## config.mk

```make
export PLATFORM = sky130hd
export DESIGN_NAME = mlo_tail_flat
export DESIGN_NICKNAME = d
export VERILOG_FILES = /design/src/rtl/core/mlo_pkg.sv /design/src/rtl/core/mlo_if.sv /design/src/rtl/core/mlo_tail.sv /design/src/flat_wrapper.sv
export SDC_FILE = /design/constraint.sdc
export NUM_CORES = 1
export LEC_CHECK = 0
export BUFFER_PORTS_ARGS = -buffer_cell sky130_fd_sc_hd__buf_2
export CAP_MARGIN = 20
export CELL_PAD_IN_SITES_DETAIL_PLACEMENT = 0
export CELL_PAD_IN_SITES_GLOBAL_PLACEMENT = 1
export CORE_MARGIN = 2
export CORE_UTILIZATION = 45
export DETAILED_ROUTE_END_ITERATION = 8
export GPL_TIMING_DRIVEN = 0
export PLACE_DENSITY = 0.88
export SLEW_MARGIN = 20
export SYNTH_ARGS = -nofsm -noshare
export SYNTH_HDL_FRONTEND = slang
export SYNTH_SLANG_ARGS = --single-unit
```

## constraint.sdc

```tcl
create_clock -name clk -period 4.2 [get_ports clk]
set_input_delay 0.21 -clock clk [delete_from_list [all_inputs] [get_ports clk]]
set_output_delay 0.21 -clock clk [all_outputs]
set_load 0.02 [all_outputs]
```

## src/rtl/core/mlo_pkg.sv

```systemverilog
// Shared widths, register indexes and types for the mip level offset/size block.
package mlo_pkg;

  localparam int IMG_W     = 3;
  localparam int LVL_W     = 4;
  localparam int TAG_W     = LVL_W + 1;
  localparam int BASE_W    = 15;
  localparam int TEXEL_W   = 5;
  localparam int SIZE_W    = 32;
  localparam int OFFSET_W  = 35;
  localparam int CFG_W     = 32;
  localparam int CFG_IDX_W = 3;

  // Levels 0..15 must all be sized; the row/product/sum skew adds two cells.
  localparam int NUM_CELLS = (1 << LVL_W) + 2;

  localparam int MAX_LEVELS = 15;
  localparam logic [TAG_W-1:0] MAX_LVL_TAG = TAG_W'(MAX_LEVELS);

  localparam logic [SIZE_W-1:0] SIZE_MAX = '1;

  localparam logic [CFG_IDX_W-1:0] CFG_BASE_WIDTH  = 3'd0;
  localparam logic [CFG_IDX_W-1:0] CFG_BASE_HEIGHT = 3'd1;
  localparam logic [CFG_IDX_W-1:0] CFG_TEXEL_BYTES = 3'd2;
  localparam logic [CFG_IDX_W-1:0] CFG_BLOCK_COMPR = 3'd3;
  localparam logic [CFG_IDX_W-1:0] CFG_SMALL_BLKS  = 3'd4;
  localparam logic [CFG_IDX_W-1:0] CFG_IMAGE_BYTES = 3'd5;
  localparam logic [CFG_IDX_W-1:0] CFG_IMAGE_COUNT = 3'd6;
  localparam logic [CFG_IDX_W-1:0] CFG_LEVEL_COUNT = 3'd7;

  typedef struct packed {
    logic                   block_compressed;
    logic                   small_blocks;
    logic [TEXEL_W-1:0]     texel_bytes;
  } mlo_mode_t;

endpackage

```

## src/rtl/core/mlo_if.sv

```systemverilog


interface mlo_out_if import mlo_pkg::*; ();
  logic                valid;
  logic                ready;
  logic                in_range;
  logic [OFFSET_W-1:0] byte_offset;
  logic [SIZE_W-1:0]   level_bytes;

  modport source(output valid, in_range, byte_offset, level_bytes, input ready);
  modport sink(input valid, in_range, byte_offset, level_bytes, output ready);
endinterface

```

## src/rtl/core/mlo_tail.sv

```systemverilog
// Image base multiply, range checks and the result output register.
module mlo_tail import mlo_pkg::*; #(
  parameter int DIM_BITS = 14
) (
  input  logic                   clk,
  input  logic                   rst_n,
  input  logic                   vld_i,
  input  logic [IMG_W-1:0]       img_i,
  input  logic [LVL_W-1:0]       lvl_i,
  input  logic [2*DIM_BITS+10:0] offs_i,
  input  logic [SIZE_W-1:0]      size_i,
  input  logic [SIZE_W-1:0]      image_bytes,
  input  logic [IMG_W-1:0]       image_count,
  input  logic [LVL_W-1:0]       level_count,
  output logic                   take_o,
  mlo_out_if.source              out_ch
);

  localparam int OW   = 2 * DIM_BITS + 11;
  localparam int CW   = (OW > SIZE_W) ? OW : SIZE_W;
  localparam int SUMW = (OW > OFFSET_W) ? OW : OFFSET_W;

  logic                f1_vld_r;
  logic [OFFSET_W-1:0] mul_r, mul_nxt;
  logic [OW-1:0]       offs_r;
  logic                ok_r, ok_nxt;
  logic [SIZE_W-1:0]   size_r;

  logic                out_vld_r;
  logic                in_range_r;
  logic [OFFSET_W-1:0] byte_offset_r, byte_offset_nxt;
  logic [SIZE_W-1:0]   level_bytes_r;

  logic                out_take;
  logic [SUMW-1:0]     sum;

  always_comb begin
    mul_nxt = OFFSET_W'(img_i) * OFFSET_W'(image_bytes);
    // level zero is never rejected for its offset
    ok_nxt = (img_i < image_count) && (lvl_i < level_count) &&
             (TAG_W'(lvl_i) < MAX_LVL_TAG) &&
             ((lvl_i == '0) || (CW'(offs_i) < CW'(image_bytes)));
  end

  always_comb begin
    sum = SUMW'(mul_r) + SUMW'(offs_r);
    byte_offset_nxt = ok_r ? sum[OFFSET_W-1:0] : '0;
  end

  assign out_take = !out_vld_r || out_ch.ready;
  assign take_o   = !f1_vld_r || out_take;

  always_ff @(posedge clk) begin
    if (!rst_n) begin
      f1_vld_r  <= 1'b0;
      out_vld_r <= 1'b0;
    end else begin
      if (take_o) begin
        f1_vld_r <= vld_i;
      end
      if (out_take) begin
        out_vld_r <= f1_vld_r;
      end
    end
  end

  always_ff @(posedge clk) begin
    if (take_o) begin
      mul_r  <= mul_nxt;
      offs_r <= offs_i;
      ok_r   <= ok_nxt;
      size_r <= size_i;
    end
    if (out_take) begin
      in_range_r    <= ok_r;
      byte_offset_r <= byte_offset_nxt;
      level_bytes_r <= size_r;
    end
  end

  assign out_ch.valid       = out_vld_r;
  assign out_ch.in_range    = in_range_r;
  assign out_ch.byte_offset = byte_offset_r;
  assign out_ch.level_bytes = level_bytes_r;

endmodule

```

## src/flat_wrapper.sv

```systemverilog
// flat-port wrapper written by rule: the top's interface ports become plain ports
module mlo_tail_flat import mlo_pkg::*;
#(
  parameter int DIM_BITS = 14
)
  (clk, rst_n, vld_i, img_i, lvl_i, offs_i, size_i, image_bytes, image_count, level_count, take_o, out_ch_valid, out_ch_in_range, out_ch_byte_offset, out_ch_level_bytes, out_ch_ready);
  mlo_out_if out_ch_i ();
  input  logic clk;
  input  logic rst_n;
  input  logic vld_i;
  input  logic [IMG_W-1:0] img_i;
  input  logic [LVL_W-1:0] lvl_i;
  input  logic [2*DIM_BITS+10:0] offs_i;
  input  logic [SIZE_W-1:0] size_i;
  input  logic [SIZE_W-1:0] image_bytes;
  input  logic [IMG_W-1:0] image_count;
  input  logic [LVL_W-1:0] level_count;
  output logic take_o;
  output wire logic [$bits(out_ch_i.valid)-1:0] out_ch_valid;
  output wire logic [$bits(out_ch_i.in_range)-1:0] out_ch_in_range;
  output wire logic [$bits(out_ch_i.byte_offset)-1:0] out_ch_byte_offset;
  output wire logic [$bits(out_ch_i.level_bytes)-1:0] out_ch_level_bytes;
  input wire logic [$bits(out_ch_i.ready)-1:0] out_ch_ready;
  assign out_ch_valid = out_ch_i.valid;
  assign out_ch_in_range = out_ch_i.in_range;
  assign out_ch_byte_offset = out_ch_i.byte_offset;
  assign out_ch_level_bytes = out_ch_i.level_bytes;
  assign out_ch_i.ready = out_ch_ready;
  mlo_tail #(.DIM_BITS(DIM_BITS)) u_core (.clk(clk), .rst_n(rst_n), .vld_i(vld_i), .img_i(img_i), .lvl_i(lvl_i), .offs_i(offs_i), .size_i(size_i), .image_bytes(image_bytes), .image_count(image_count), .level_count(level_count), .take_o(take_o), .out_ch(out_ch_i));
endmodule
```

==> Yosys cells after proc, flatten, opt, wreduce, memory -nomap -nowiden <==
Cells that the tools add are included.
{ "totals": {"regBits": 173, "inputBits": 121, "word_cells": 24} }
{ "classes": {"add_sub_neg": 1, "mul": 1, "n_lt_le_gt_ge": 4, "n_reduce_logical": 9} }
{ "ops": {"columns": ["operator", "count"], "rows": [
  ["39-bit by 32-bit < comparator with 1-bit output", 1],
  ["35-bit adder", 1],
  ["3-bit by 32-bit multiplier with 35-bit output", 1],
  ["4-bit logical NOT", 1],
  ["4-bit < comparator", 1],
  ["4-bit < comparator, second input constant", 1],
  ["1-bit logical AND", 3],
  ["1-bit logical OR", 3],
  ["3-bit < comparator", 1],
  ["1-bit logical NOT", 2]
]} }

==> Longest topological paths before layout <==
{ "depth": {"depth_word": 4, "depth_mapped": 13} }

==> Worst setup path before layout <==
OpenSTA, ideal clock, no wires.
{ "synth_timing": {"path_kind": "flip-flop to flip-flop", "start": "register u_core.out_vld_r, in the netlist u_core.out_ch.valid", "end": "register u_core.mul_r[0], enable pin", "t_arrival_ns": 2.500, "t_required_ns": 3.209, "setup_slack_ns": 0.709, "stages_incl_launch_ff": 3, "synth_period_minus_slack_ns": 3.491, "cell_sequence": "dfxtp_1 nor2b_1 nand2_1"} }
{ "synth_via": {"elab_chain_len": 3} }
{ "synth_rtl": {"columns": ["item", "line", "source"], "rows": [
  ["start: declaration", "mlo_tail.sv:29", "logic out_vld_r;"],
  ["start signal: assignment", "mlo_tail.sv:62", "out_vld_r <= f1_vld_r;"],
  ["1-bit logical NOT", "mlo_tail.sv:50", "assign out_take = !out_vld_r || out_ch.ready;"],
  ["1-bit logical OR", "mlo_tail.sv:50", null],
  ["1-bit logical OR", "mlo_tail.sv:51", "assign take_o = !f1_vld_r || out_take;"],
  ["net take_o", "flat_wrapper.sv:18", "output logic take_o;"],
  ["end signal: assignment", "mlo_tail.sv:69", "mul_r <= mul_nxt;"],
  ["end: declaration", "mlo_tail.sv:24", "logic [OFFSET_W-1:0] mul_r, mul_nxt;"]
]} }
The timed path passes the listed nets, and every way through them passes these cells.
A chain may end at the register's enable or synchronous reset.

==> Worst setup path after layout <==
{ "layout_timing": {"start": "input port img_i[1]", "end": "register u_core.mul_r[33] (data pin)"} }
{ "layout_via": {"elab_chain_len": 1} }
{ "layout_rtl": {"columns": ["item", "line", "source"], "rows": [
  ["start: declaration", "flat_wrapper.sv:11", "input logic [IMG_W-1:0] img_i;"],
  ["3-bit by 32-bit multiplier with 35-bit output", "mlo_tail.sv:38", "mul_nxt = OFFSET_W'(img_i) * OFFSET_W'(image_bytes);"],
  ["net u_core.mul_nxt[33]", "mlo_tail.sv:24", null]
]} }
The timed path passes the listed nets, and every way through them passes these cells.

==> summary.md <==
| Metric | Value |
|---|---|
| Status | `finished clean` |
| Worst EP required | `around 4.4 ns` |
| Hold buffers post-CTS | `61` |
| Layout net count | `between 1.5k and 2k` |
| FP Rows | `58` |
| Clk_skew | `approximately 0.016 ns` |
| Net Sw Frac | `between 30% and 40%` |
| Syn Inst Count | `~1.1k` |
| Post-CTS Setup Bufs | `0` |
| Worst Hold Class | `primary input to flip-flop` |
| Synth Warn # | `0` |
| Post-DP HPWL | `between 20000 and 25000 um` |
| Rel. slew slack | `34.0%` |
| Die Width | `between 150 and 200 um` |
| Clk pin slew, worst setup/hold paths | `approximately 0.070 ns` |
| Worst-Margin Slew | `between 0.9 and 1 ns` |
| DRC | `0` |
| Share of layout cells above drive strength 1 | `17.9%` |
| EDFF count, synth | `between 150 and 200` |
| Pwr Total | `5.79 mW` |
| Fill cells | `2251` |
| First-pass GRT wire length | `~43000 um` |
| Clock share of power | `a little over a quarter` |
| Max cap viols | `0` |
| WL/cell | `~16 um` |
| Top_reg_cell synth | `edfxtp_1` |
| Critical path arrival | `between 3 and 4 ns` |
| I/O pin total | `about 190` |
| Vias in the first global route | `8603` |
| Final setup margin | `roughly 0.50 ns` |
| Num CTS Buffers | `17` |
| Tcrit/Tclk final | `about nine tenths` |
| H-tree level count | `4` |
| Total GRT Usage | `between 20% and 30%` |
| Initial antenna violation count | `1` |
| Area grow syn2layout | `23.0%` |
| Internal power | `approximately 3.8 mW` |
| CP max FO | `10` |
| Vias per std cell | `between 5 and 6` |
| Top cells by instance count after synthesis | `edfxtp_1 (171), nand2_1 (143), inv_1 (110), ha_1 (104), nor2_1 (73)` |
| Post-cts sizing count | `0` |
| Async SR Flop Fraction | `0%` |
| Seq pwr share | `between 30 and 40%` |
| Starting density of the core | `45.7%` |
| Core area | `roughly 25000 um2` |
| Final WL | `26800 um` |
| Finish-stage setup viols | `0` |
| Crit end category | `flip-flop` |
| Crit path time final | `3.70 ns` |
| Die H | `about 160 um` |
| Final GP Congestion | `just under 0.9` |
| Top-count cell post-synth | `edfxtp_1` |
| Cell area after synthesis | `roughly 11000 um2` |
| Setup TNS | `0 ns` |
| Longest Clk Path Bufs | `2` |
| Place WS | `between 0.07 and 0.08 ns` |
| Clk root buf | `clkbuf_16` |
| NetSw | `approximately 2.0 mW` |
| Register area share after synthesis | `45.1%` |
| Starting DRT DRC Count | `582` |
| Yosys cell types | `70` |
| Final ANT Viol Nets | `0` |
| Clk_lat worst skew | `approximately 0.43 ns` |
| Comb power frac | `about a third` |
| Synthesis-stage register bit count | `~170` |
| Startpoint types | `primary input` |
| Synthesized Nets | `roughly 1.4k` |
| Initial DRT Pass Iterations | `5` |
| Total number of vias | `8855` |
| Post-synth top area share | `44.8%` |
| Sink Count | `~170` |
| Largest net degree at the start of global routing | `65` |
| CTS tree | `yes` |
| Static Leak | `6.72 nW` |
| Syn Area/Cell | `~10 um2` |
| Cell taking the most area after synthesis | `edfxtp_1` |
| Slew Viols, Final | `0` |
| RSZ-0062 raised after global routing | `no` |
| CP Class | `primary input to flip-flop` |
| Synth top area cells | `edfxtp_1 (45%), ha_1 (11%), fa_1 (5.6%)` |
| Gr ovfl total | `0` |
| Fmax achieved | `0.270 GHz` |
| Worst vdd ir | `210 uV` |
| Fin. Hold Viols | `0` |
| Die area | `approximately 27000 um2` |
| Power density cells | `410 nW/um2` |
| IO buf count | `190` |
worst max-delay path, cell delays in order:
cell	delay, ns
buf_2	0.19
clkbuf_1	0.54
nand2_1	0.16
fa_1	0.54
inv_1	0.04
ha_1	0.27
clkbuf_1	0.22
and3_1	0.27
o21a_1	0.17
a2111oi_0	0.58
o21ai_0	0.19
a21oi_1	0.19
o31ai_1	0.12
xnor2_1	0.15
stage by stage:
| stage | instance area [um2] | hold slack, ns | utilization, % | cells |
|---|---|---|---|---|
| after CTS | 14100 | 0.00382 | 56.2 | 1713 |
| after detailed placement | 12900 | 0.389 | 51.3 | 1620 |
| after global routing | 14100 | 0.00877 | 56.2 | 1714 |
| final | 14100 | 0.0266 | 56.2 | 1714 |
| after floorplan | 11500 | 0.309 | - | 1098 |
| after global placement | 12800 | 0.387 | 51.1 | 1618 |
registers in the layout, summed over array words and instances (netlist names):
signal and count:
u_core.size_r 32, u_core.offs_r 35, u_core.out_ch.byte_offset 35, u_core.out_ch.level_bytes 32, u_core.ok_r 1, u_core.out_ch.in_range 1
u_core.mul_r 35, u_core.out_ch.valid 1, u_core.f1_vld_r 1
per-layer routing:
metal	up-vias	share of wire (%)	track usage [%]
met3	39	4.1	2.54
met5	-	0	0
met2	227	46	33.4
met4	0	2.6	7.50
li1	4495	-	-
met1	4094	47	27.6
cells by family (layout without fill, tap and decap cells):
family	after synthesis	after routing	synth area share, %
flip-flops	173	173	45.1
AND/OR/NAND/NOR	331	331	13.2
adder cells (fa/ha/maj)	136	136	16.9
multiplexers	2	2	0.196
other	0	1	0
buffers and inverters	148	433	5.19
AO/OA/AOI/OAI	257	257	15.5
XOR/XNOR	51	51	3.89
cell type report:
cell class              count  area [um2]  share of cell area (%)
flip-flops and latches    173        5170                    36.7
diodes                      1        2.50                  0.0177
well taps                 330         413                    2.93
inverters                 110         415                    2.95
repair buffers            253        1610                    11.4
clock inverters            15         174                    1.23
multi-input cells         777        5710                    40.5
clock buffers              17         425                    3.02
plain buffers              38         183                    1.30
worst paths after layout:
kind	from	end	slack, ns	cells after the start
max reg2reg	u_core.offs_r[0]$_DFFE_PP_	u_core.out_ch.byte_offset[34]$_SDFFCE_PN0P_	1.17	9
max	img_i[1]	u_core.mul_r[33]$_DFFE_PP_	0.50	14
min reg2reg	u_core.size_r[21]$_DFFE_PP_	u_core.out_ch.level_bytes[21]$_DFFE_PP_	0.42	0
min	offs_i[8]	u_core.offs_r[8]$_DFFE_PP_	0.03	1
power groups by stage:
stage | Combinational, mW | Clock (mW) | Sequential (mW)
global placement | 1.95 | 0 | 2.21
CTS | 2.03 | 1.62 | 2.18
global route | 2.28 | 1.68 | 2.19
floorplan | 1.40 | 0 | 2.26
detailed placement | 1.97 | 0 | 2.21
finish | 2.04 | 1.57 | 2.17
layout by cell type, fill, tap and decap left out, types with 4 or more instances in the layout:
| cell | Yosys | final |
|---|---|---|
| a2111oi_0 | 5 | 5 |
| a211o_1 | 7 | 7 |
| a211oi_1 | 13 | 13 |
| a21boi_0 | 4 | 4 |
| a21o_1 | 47 | 47 |
| a21oi_1 | 68 | 68 |
| a31oi_1 | 10 | 10 |
| a41oi_1 | 4 | 4 |
| and2_1 | 13 | 13 |
| and3_1 | 14 | 14 |
| buf_2 | 0 | 190 |
| buf_6 | 4 | 4 |
| clkbuf_1 | 31 | 31 |
| clkbuf_16 | 0 | 17 |
| dlygate4sd3_1 | 0 | 61 |
| edfxtp_1 | 171 | 171 |
| fa_1 | 32 | 32 |
| ha_1 | 104 | 104 |
| inv_1 | 110 | 109 |
| inv_6 | 0 | 6 |
| nand2_1 | 143 | 142 |
| nand2b_1 | 7 | 7 |
| nand3_1 | 19 | 19 |
| nand4_1 | 21 | 21 |
| nor2_1 | 73 | 73 |
| nor2b_1 | 6 | 6 |
| nor3_1 | 13 | 13 |
| o2111ai_1 | 5 | 5 |
| o21a_1 | 12 | 12 |
| o21ai_0 | 29 | 29 |
| o21ai_1 | 9 | 9 |
| o21bai_1 | 5 | 5 |
| o31ai_1 | 4 | 4 |
| or3_1 | 6 | 6 |
| xnor2_1 | 24 | 24 |
| xor2_1 | 27 | 27 |
(Power assumes the default switching activity.)
